===== src/hdl/wavetable_oscillator_interp_defines.svh =====
// assertion macros shared by the wavetable oscillator modules
`ifndef WAVETABLE_OSCILLATOR_INTERP_DEFINES_SVH
`define WAVETABLE_OSCILLATOR_INTERP_DEFINES_SVH

// condition holds at every clock edge out of reset
`define WTI_ASSERT_ALWAYS(label, expr, msg) \
  label: assert property (@(posedge clk_i) disable iff (!rst_ni) (expr)) else $error(msg);

// consequent holds in the same cycle as the antecedent
`define WTI_ASSERT_IMPLIES(label, ante, cons, msg) \
  label: assert property (@(posedge clk_i) disable iff (!rst_ni) (ante) |-> (cons)) \
    else $error(msg);

// consequent holds in the cycle after the antecedent
`define WTI_ASSERT_NEXT(label, ante, cons, msg) \
  label: assert property (@(posedge clk_i) disable iff (!rst_ni) (ante) |=> (cons)) \
    else $error(msg);

`endif


===== src/hdl/wti_pkg.sv =====
// shared types and constants of the wavetable oscillator
`timescale 1ns / 1ps

package wti_pkg;

  localparam int unsigned TableEntriesDefault = 1024;
  localparam int unsigned SampleBits = 16;
  localparam int unsigned FracBits = 22;
  localparam int unsigned GainBits = 15;
  localparam int unsigned PhaseBits = 32;
  localparam int unsigned IncBits = 31;
  localparam int unsigned AmpBits = 16;
  localparam int unsigned ModeBits = 2;
  localparam int unsigned IndexBits = 10;
  localparam int unsigned ValueBits = 16;
  localparam int unsigned PhaseIdxBits = PhaseBits - FracBits;
  localparam int unsigned QueueDepth = 2;

  // apb register map
  localparam int unsigned AddrBits = 4;
  localparam int unsigned DataBits = 32;
  localparam int unsigned RegIdxBits = 2;
  localparam logic [RegIdxBits-1:0] RegPhaseInc = 2'd0;
  localparam logic [RegIdxBits-1:0] RegAmplitude = 2'd1;
  localparam logic [RegIdxBits-1:0] RegStartPhase = 2'd2;

  localparam logic [IncBits-1:0] PhaseIncReset = 31'd42852281;
  localparam logic [AmpBits-1:0] AmplitudeReset = 16'd16384;
  localparam logic [PhaseBits-1:0] StartPhaseReset = 32'd0;

  // request modes
  localparam logic [ModeBits-1:0] ModeTick = 2'd0;
  localparam logic [ModeBits-1:0] ModeWrite = 2'd1;
  localparam logic [ModeBits-1:0] ModeReload = 2'd2;

  typedef enum logic [1:0] {
    OpTick,
    OpWrite,
    OpReload
  } op_e;

  typedef struct packed {
    op_e                         op;
    logic [IndexBits-1:0]        index;
    logic signed [ValueBits-1:0] value;
  } cmd_t;

  typedef enum logic [2:0] {
    BkIdle,
    BkBlend,
    BkPart,
    BkSum,
    BkOut
  } back_state_e;

endpackage


===== src/hdl/wti_front.sv =====
// request intake: decodes the mode and queues commands for the execution side
`timescale 1ns / 1ps
`include "wavetable_oscillator_interp_defines.svh"

module wti_front (
  input  logic                                  clk_i,
  input  logic                                  rst_ni,
  input  logic                                  in_valid_i,
  output logic                                  in_stall_o,
  input  logic [wti_pkg::ModeBits-1:0]          mode_i,
  input  logic [wti_pkg::IndexBits-1:0]         table_index_i,
  input  logic signed [wti_pkg::ValueBits-1:0]  table_value_i,
  output wti_pkg::cmd_t                         cmd_o,
  output logic                                  cmd_valid_o,
  input  logic                                  cmd_pop_i
);

  localparam int unsigned PtrW = (wti_pkg::QueueDepth > 1) ? $clog2(wti_pkg::QueueDepth) : 1;
  localparam int unsigned CntW = $clog2(wti_pkg::QueueDepth + 1);
  localparam logic [CntW-1:0] CntFull = CntW'(wti_pkg::QueueDepth);
  localparam logic [PtrW-1:0] PtrLast = PtrW'(wti_pkg::QueueDepth - 1);

  wti_pkg::cmd_t   slot_q [wti_pkg::QueueDepth];
  wti_pkg::cmd_t   cmd_new;
  logic            keep;
  logic            push;
  logic [PtrW-1:0] wr_ptr_q, wr_ptr_d;
  logic [PtrW-1:0] rd_ptr_q, rd_ptr_d;
  logic [CntW-1:0] count_q, count_d;

  // mode 3 carries no work and is dropped here
  always_comb begin
    keep = 1'b1;
    cmd_new.op = wti_pkg::OpTick;
    cmd_new.index = table_index_i;
    cmd_new.value = table_value_i;
    case (mode_i)
      wti_pkg::ModeTick:   cmd_new.op = wti_pkg::OpTick;
      wti_pkg::ModeWrite:  cmd_new.op = wti_pkg::OpWrite;
      wti_pkg::ModeReload: cmd_new.op = wti_pkg::OpReload;
      default:             keep = 1'b0;
    endcase
  end

  assign in_stall_o = (count_q == CntFull);
  assign push = in_valid_i && !in_stall_o && keep;
  assign cmd_valid_o = (count_q != '0);
  assign cmd_o = slot_q[rd_ptr_q];

  always_comb begin
    wr_ptr_d = wr_ptr_q;
    rd_ptr_d = rd_ptr_q;
    count_d = count_q;
    if (push) begin
      wr_ptr_d = (wr_ptr_q == PtrLast) ? '0 : wr_ptr_q + PtrW'(1);
    end
    if (cmd_pop_i) begin
      rd_ptr_d = (rd_ptr_q == PtrLast) ? '0 : rd_ptr_q + PtrW'(1);
    end
    if (push && !cmd_pop_i) begin
      count_d = count_q + CntW'(1);
    end else if (!push && cmd_pop_i) begin
      count_d = count_q - CntW'(1);
    end
  end

  always_ff @(posedge clk_i or negedge rst_ni) begin
    if (!rst_ni) begin
      wr_ptr_q <= '0;
      rd_ptr_q <= '0;
      count_q <= '0;
    end else begin
      wr_ptr_q <= wr_ptr_d;
      rd_ptr_q <= rd_ptr_d;
      count_q <= count_d;
    end
  end

  always_ff @(posedge clk_i) begin
    if (push) begin
      slot_q[wr_ptr_q] <= cmd_new;
    end
  end

  `WTI_ASSERT_ALWAYS(pop_not_empty, !(cmd_pop_i && count_q == '0),
                     "command popped from an empty queue")
  `WTI_ASSERT_ALWAYS(count_bounded, count_q <= CntFull, "queue count above depth")

endmodule


===== config.mk =====
export PLATFORM = sky130hd
export DESIGN_NAME = wti_front
export DESIGN_NICKNAME = d
export VERILOG_FILES = /design/src/hdl/wti_pkg.sv /design/src/hdl/wti_front.sv
export VERILOG_INCLUDE_DIRS = /design/src /design/src/hdl
export SDC_FILE = /design/constraint.sdc
export NUM_CORES = 1
export LEC_CHECK = 0
export BUFFER_PORTS_ARGS = -buffer_cell sky130_fd_sc_hd__buf_2
export CAP_MARGIN = 30
export CELL_PAD_IN_SITES_DETAIL_PLACEMENT = 1
export CELL_PAD_IN_SITES_GLOBAL_PLACEMENT = 2
export CORE_MARGIN = 4
export CORE_UTILIZATION = 40
export DETAILED_ROUTE_END_ITERATION = 10
export PLACE_DENSITY = 0.84
export SLEW_MARGIN = 5
export SYNTH_ARGS = -nofsm -noshare
export SYNTH_HDL_FRONTEND = slang
export SYNTH_SLANG_ARGS = --single-unit

===== constraint.sdc =====
create_clock -name clk_i -period 6.43 [get_ports clk_i]
set_input_delay 0.643 -clock clk_i [delete_from_list [all_inputs] [get_ports clk_i]]
set_output_delay 0.643 -clock clk_i [all_outputs]
set_load 0.1 [all_outputs]

* After elaboration in Yosys (flattened, before gate mapping)
Memory sizes are Yosys's and may differ from the RTL's.
Cells that the tools add are included.
** Cells by class
- $add $sub $neg :: 4
- Equality and inequality tests :: 3
- Mux-type cells :: 8
- Reductions and logical operators :: 11
** Operator list (number)
- $mux 1 :: 5
- $eq 2x2->1 const B :: 2
- $logic_and 1x1->1 :: 4
- $mux 2 :: 2
- $pmux 2 s2 :: 1
- $reduce_bool 2->1 :: 2
- $logic_not 1->1 :: 3
- $reduce_or 3->1 :: 1
- $add 1x1->1 const B :: 2
- $add 2x1->2 const B :: 1
- $eq 2x1->1 const B :: 1
- $logic_not 2->1 :: 1
- $sub 2x1->2 const B :: 1
** Storage, ports and cells
- Register bits after elaboration :: 4
- RAM bits :: 56
- Input bits :: 32
- Output and inout bits :: 30
- Memories :: 1
** Memories
- slot_q :: depth 2, bits a word 28, rd ports 1, clocked after memory_dff 0, wr ports 1, line wti_front.sv:23 : wti_pkg::cmd_t slot_q [wti_pkg::QueueDepth];

* Logic depth before layout (Yosys ltp)
Gate-level depths: netlist (run 1).
- Depth in word-level cells :: 8
- Mapped depth :: 7
- Depth with buffers taken out :: 7

* Worst setup path after synthesis (run 1)
Ideal clock, no wire load.
- Path kind :: reg-to-reg
- Start :: reg count_q[1]
- End :: mem slot_q[0][0] (netlist name) (enable)
- Library setup time :: 413 ps
- Arrival :: 2227 ps
- Data required time :: 6017 ps
- Path slack :: 3790 ps
- Stages on the path, launching flop included :: 4
- Buffers on the path :: 0
- Cell sequence :: dfrtp_1 -> nor2b_2 -> nand3b_1 -> nor2_1
** On the way
- Word-level cells in the longest chain between the ends :: 6
** RTL lines
- start, declared :: line wti_front.sv:29 : logic [CntW-1:0] count_q, count_d;
- start signal, assigned :: line wti_front.sv:75 : count_q <= count_d;
- $eq 2x2->1 :: line wti_front.sv:45 : assign in_stall_o = (count_q == CntFull);
- net in_stall_o :: line wti_front.sv:9 : output logic in_stall_o,
- $logic_not 1->1 :: line wti_front.sv:46 : assign push = in_valid_i && !in_stall_o && keep;
- $logic_and 1x1->1 (2 in a row) :: line wti_front.sv:46
- $mux 1 :: line wti_front.sv:80 : if (push) begin
- $mux 1 (implied by the code) :: line wti_front.sv:81 : slot_q[wr_ptr_q] <= cmd_new;
- end, declared :: line wti_front.sv:23
The timed path passes the listed nets, and every way through them passes these cells.

==> metrics.md, run 1 <==
| Metric | Value |
|---|---|
| Setup violators final | `0` |
| Final HPWL DP | `3.110 mm` |
| Worst slew pin tran | `0.6976 ns` |
| Share of layout cells above drive strength 1 | `59.68%` |
| Area contributors post-synth | `edfxtp_1 74%, mux2_2 8.9%, mux2_4 6.6%` |
| Vias per cell | `4.581` |
| Num CTS Buffers | `9` |
| Avg Inst Size Synth | `20.97 µm²` |
| Worst EP required | `5.79 ns` |
| Fmax | `354.5 MHz` |
| CP Launch Type | `flop` |
| Post-synthesis sequential element count | `60` |
| Pre-CTS setup slack | `3.920 ns` |
| Height of the die | `83.60 µm` |
| Period Utilization, post-route | `43.88%` |
| Final ANT Viol Nets | `0` |
| Tot GR Track Use | `12.90%` |
| Clock Path Buffers | `2` |
| Die W | `83.60 µm` |
| Area leader, netlist | `edfxtp_1` |
| Final Hold Vio Count | `0` |
| Worst-Skew Late Latency | `0.33 ns` |
| Row count | `27` |
| I/O pin count | `62` |
| Final WS setup | `3.609 ns` |
| RSZ-0062 raised after global routing | `false` |
| Initial antenna violation count | `0` |
| Crit path DAT | `2.18 ns` |
| WL final | `4.288 mm` |
| TNS Setup | `0 ns` |
| Synth top area share | `73.56%` |
| Layout Nets | `214` |
| Post-Syn Nets | `142` |
| Die area | `6988 µm²` |
| Vias in the first global route | `1385` |
| Register area share after synthesis | `77.94%` |
| Max_slew headroom | `53.49%` |
| CTS hold repair buffers | `0` |
| Vias | `1182` |
| Largest net degree at the start of global routing | `21` |
| DRC | `0` |
| Synthesized area | `2286 µm²` |
| Post-CTS Resized | `0` |
| Yosys Warn Count | `0` |
| Drt first pass iters | `4` |
| Initial Util | `41.26%` |
| Reg clk slew, reported paths | `0.07 ns` |
| Number of library cell types mapped by synthesis | `17` |
| Critical Path End Type | `output port` |
| Run status | `finished clean` |
| Min-Delay Path Class | `in -> async` |
| Antenna Cells | `0` |
| Crit path max fanout | `17` |
| Layout Utilization | `53.03%` |
| First-pass GRT wire length | `6.686 mm` |
| Skew final | `0.002881 ns` |
| Post-synthesis cell count | `109` |
| Area of the core | `5540 µm²` |
| P&R area growth vs syn | `28.52%` |
| Wirelength per Cell | `16.62 µm` |
| CTS root buf | `clkbuf_8` |
| Non-Filler Instances | `258` |
| TritonCTS Sinks | `60` |
| Final Slew Violations | `0` |
| Global placer's final weighted congestion | `0.7253` |
| Kind of critical path | `reg -> out` |
| Final min period | `2.821 ns` |
| 1st-iter DRT viols | `51` |
| PortBufs | `61` |
| H-tree depth | `3` |
| Max_cap viols | `0` |
| CTS tree | `done` |
| Overflow after GRT | `0` |
| Setup bufs post-CTS | `0` |
| Placed insts | `242` |
## path summary, 6_finish.rpt
path,slack [ns],from,to,cells after the start
worst max register to register,4.37,count_q[1],slot_q[0][15],4
worst min-delay path,0.12,rst_ni,rd_ptr_q,1
worst max-delay path,3.61,rd_ptr_q,cmd_o[14],3
max in group asynchronous,6.18,rst_ni,wr_ptr_q,1
worst min register to register,0.50,count_q[1],count_q[1],1
min in group clk_i,0.50,table_value_i[15],slot_q[1][15],1
## registers in the layout (all words and copies together) (netlist names)
signal    cells
slot_q       56
count_q       2
rd_ptr_q      1
wr_ptr_q      1
## cells in the mapped netlist
cell type / n
xor2_1: 3
mux2_4: 10
edfxtp_1: 56
nand3b_1: 1
nor2_1: 3
ha_1: 1
buf_8: 1
xnor2_1: 2
nor2b_2: 1
buf_4: 1
nor2b_1: 2
mux2_2: 18
or2_2: 1
inv_1: 3
nand2_1: 1
dfrtp_1: 4
buf_6: 1
## cell usage in the layout (no fill, tap or decap)
cell	n
nor2_1	1
dfrtp_1	4
nand2_1	1
nand3b_1	1
clkinvlp_4	2
xnor2_1	2
edfxtp_1	56
clkinv_1	1
bufinv_16	4
buf_2	61
ha_1	1
nor2b_1	2
inv_1	3
mux2_2	18
mux2_4	10
xor2_1	3
nor2b_2	1
nor2_2	2
or2_2	1
buf_4	3
clkbuf_8	9
## cells by family after synthesis
logic type	Yosys count	synth area share [%]
buf+inv	6	1.970
simple gates	9	2.189
mux	28	15.43
fa+ha+maj	1	0.5473
flops	60	77.94
xor+xnor	5	1.916
## through the flow
step                hold WS [ns]  area (µm²)
finish                    0.1184        2938
global route              0.1016        2938
CTS                       0.1048        2938
detailed placement        0.4699        2675
global placement          0.4566        2675
floorplan                 0.3474        2286
## critical path, stage by stage (launching register included)
cell,delay (ns)
dfrtp_1,0.79
buf_4,0.38
mux2_2,0.37
buf_2,0.29
## final cells by class
type | count | area [µm²]
sequential | 60 | 1782
fill | 551 | 2603
tap | 72 | 90.09
multi-input combinational | 43 | 464.2
clock inverter | 7 | 138.9
clock buffer | 9 | 123.9
timing repair buffer | 64 | 327.8
inverter | 3 | 11.26
## routing by layer
layer	vias to the layer above	GRT usage [%]	routed length, µm
li1	556	-	-
met1	575	13.44	1620
met2	48	22.13	2285
met3	3	4.837	333
met4	0	7.456	48
met5	-	0	0
Power of run 1 is not shown: default switching activity piles up to over one toggle a cycle in this logic, so the estimate is an artifact.
==> run 2: changes to the inputs <==
CORE_UTILIZATION = 33   (was 40)
PLACE_DENSITY = 0.74   (was 0.84)
clock period = 2.35 ns   (was 6.43 ns; I/O delays follow)
==> run 2 against run 1 <==
  * Sequential share of layout area down 7.7 points
  * Critical path depth unchanged
  * First-iteration DRC count down 51%
  * Clock skew up 0.0028 ns
  * Utilization down 3.2 points
  * Global-route usage down 1.2 points
  * Via count up 3.2%
  * Clock-buffer cell count unchanged
  * Sequential cell count unchanged
  * Die area up 19%
==> metrics.md, run 2 (synthesized netlist as in run 1, its figures left out) <==
| Metric | Value |
|---|---|
| Source of the worst register-to-register timing path | `count_q[1]` |
| Run status | `finished clean` |
| I/O pin count | `62` |
| Kind of critical path | `reg -> out` |
| Commonest non-fill, non-tap cell in the layout | `edfxtp_1` |
| Global placer's final weighted congestion | `0.6491` |
| Largest net degree at the start of global routing | `19` |
| Die W | `91.23 µm` |
| WL final | `4.543 mm` |
| Min-Delay Path Class | `in -> reg` |
| Num CTS Buffers | `9` |
| Skew final | `0.005661 ns` |
| Setup bufs post-CTS | `0` |
| Flop2flop setup slack | `0.73 ns` |
| DRC | `0` |
| Critical Path Start | `rd_ptr_q` |
| Largest Register | `slot_q` |
| Worst-Skew Late Latency | `0.32 ns` |
| Die area | `8323 µm²` |
| Initial antenna violation count | `0` |
| Vias in the first global route | `1394` |
| Share of layout cells above drive strength 1 | `58.42%` |
| Crit path DAT | `1.75 ns` |
| Clock Path Buffers | `2` |
| H-tree depth | `3` |
| Area of the core | `6756 µm²` |
| First-pass GRT wire length | `7.134 mm` |
| Height of the die | `91.23 µm` |
| RR Endpoint | `slot_q[1][21]` |
| Max_cap viols | `0` |
| Setup violators final | `0` |
| Final Slew Violations | `0` |
| HP Start | `table_value_i[3]` |
| 1st-iter DRT viols | `25` |
| Vias per cell | `4.519` |
| Final HPWL DP | `3.419 mm` |
| Row count | `30` |
| Critical Path End Type | `output port` |
| Hold endpoint | `slot_q[1][3]` |
| Worst EP required | `2.12 ns` |
| CTS root buf | `clkbuf_8` |
| Final Hold Vio Count | `0` |
| Placed Area | `3128 µm²` |
| Crit path max fanout | `11` |
| Initial Util | `33.83%` |
| Worst slew pin tran | `0.4882 ns` |
| Final instance area | `3367 µm²` |
| Hold Path Stages | `1` |
| Vias | `1220` |
| Overflow after GRT | `0` |
| CTS tree | `done` |
| Antenna Cells | `0` |
| Final ANT Viol Nets | `0` |
| Wirelength per Cell | `16.83 µm` |
| Flip-flop and latch area | `1782 µm²` |
| TritonCTS Sinks | `60` |
| Max reg flops | `56` |
| CP Launch Type | `flop` |
| Fmax | `502.8 MHz` |
| Multi-input combinational cell area | `464.2 µm²` |
| Drt first pass iters | `3` |
| Fillers | `644` |
| Final min period | `1.989 ns` |
| Layout Nets | `218` |
| Worst R2R Path Depth | `4` |
| Commonest cells after routing, fill and taps aside | `56 x edfxtp_1, 33 x buf_2, 28 x buf_12, 18 x mux2_2, 10 x mux2_4` |
| P&R area growth vs syn | `47.29%` |
| PortBufs | `61` |
| Reg clk slew, reported paths | `0.06 ns` |
| Max_slew headroom | `67.67%` |
| RSZ-0062 raised after global routing | `false` |
| Tot GR Track Use | `11.66%` |
| Top Registers | `slot_q x56, count_q x2` |
| Period Utilization, post-route | `84.63%` |
## run 2: changes by cell type in the layout (fill, tap and decap cells not counted)
cell | before | now
buf_4 | 3 | 6
bufinv_16 | 4 | 3
clkinvlp_4 | 2 | 0
dlygate4sd3_1 | 0 | 1
buf_12 | 0 | 28
clkinv_1 | 1 | 4
buf_2 | 61 | 33
## run 2: repair_timing
item | 4_1_cts | 5_1_grt
resized for setup | 0 | 0
hold buffers | 1 | 0
hold endpoints to repair | 4 | 0
## run 2: how the worst max path moves through the flow
stage / endpoint / slack (ns) / cells past startpoint
6_report: cmd_o[6] / 0.36 / 3
5_1_grt: cmd_o[6] / 0.27 / 3
4_1_cts: cmd_o[6] / 0.31 / 3
3_5_place_dp: cmd_o[6] / 0.70 / 3
3_3_place_gp: cmd_o[7] / 0.75 / 3
2_1_floorplan: slot_q[0][0] / -0.29 / 3
## run 2: metal layers
metal  up-vias  track usage (%)  share of wire [%]
met5         -                0                  0
met4         0            4.146               0.75
met2        43            21.21                 57
met3         7            6.711                7.6
li1        567                -                  -
met1       603            10.67                 35
## run 2: metrics by stage
stage	hold WS, ns	TNS, ns	utilization, %	worst slack (ns)	cells
2_1_floorplan	-0.06059	-16.26	-	-0.2904	109
3_3_place_gp	0.05305	0	46.30	0.7479	253
3_5_place_dp	0.05802	0	46.30	0.6982	253
4_1_cts	0.07428	0	49.83	0.3111	270
5_1_grt	0.05959	0	49.83	0.2711	270
6_report	0.09912	0	49.83	0.3612	270
## run 2: cell type report
type	instances	share of cell area [%]
flip-flops and latches	60	52.92
repair buffers	68	23.19
multi-input cells	43	13.79
clock buffers	9	3.679
clock inverters	7	3.122
well taps	80	2.973
inverters	3	0.3344
## run 2: critical path: stages, from the launching register on
cell     delay [ns]
dfrtp_1        0.58
buf_4          0.28
mux2_2         0.39
buf_12         0.17
Power of run 2 is left out for the same reason.
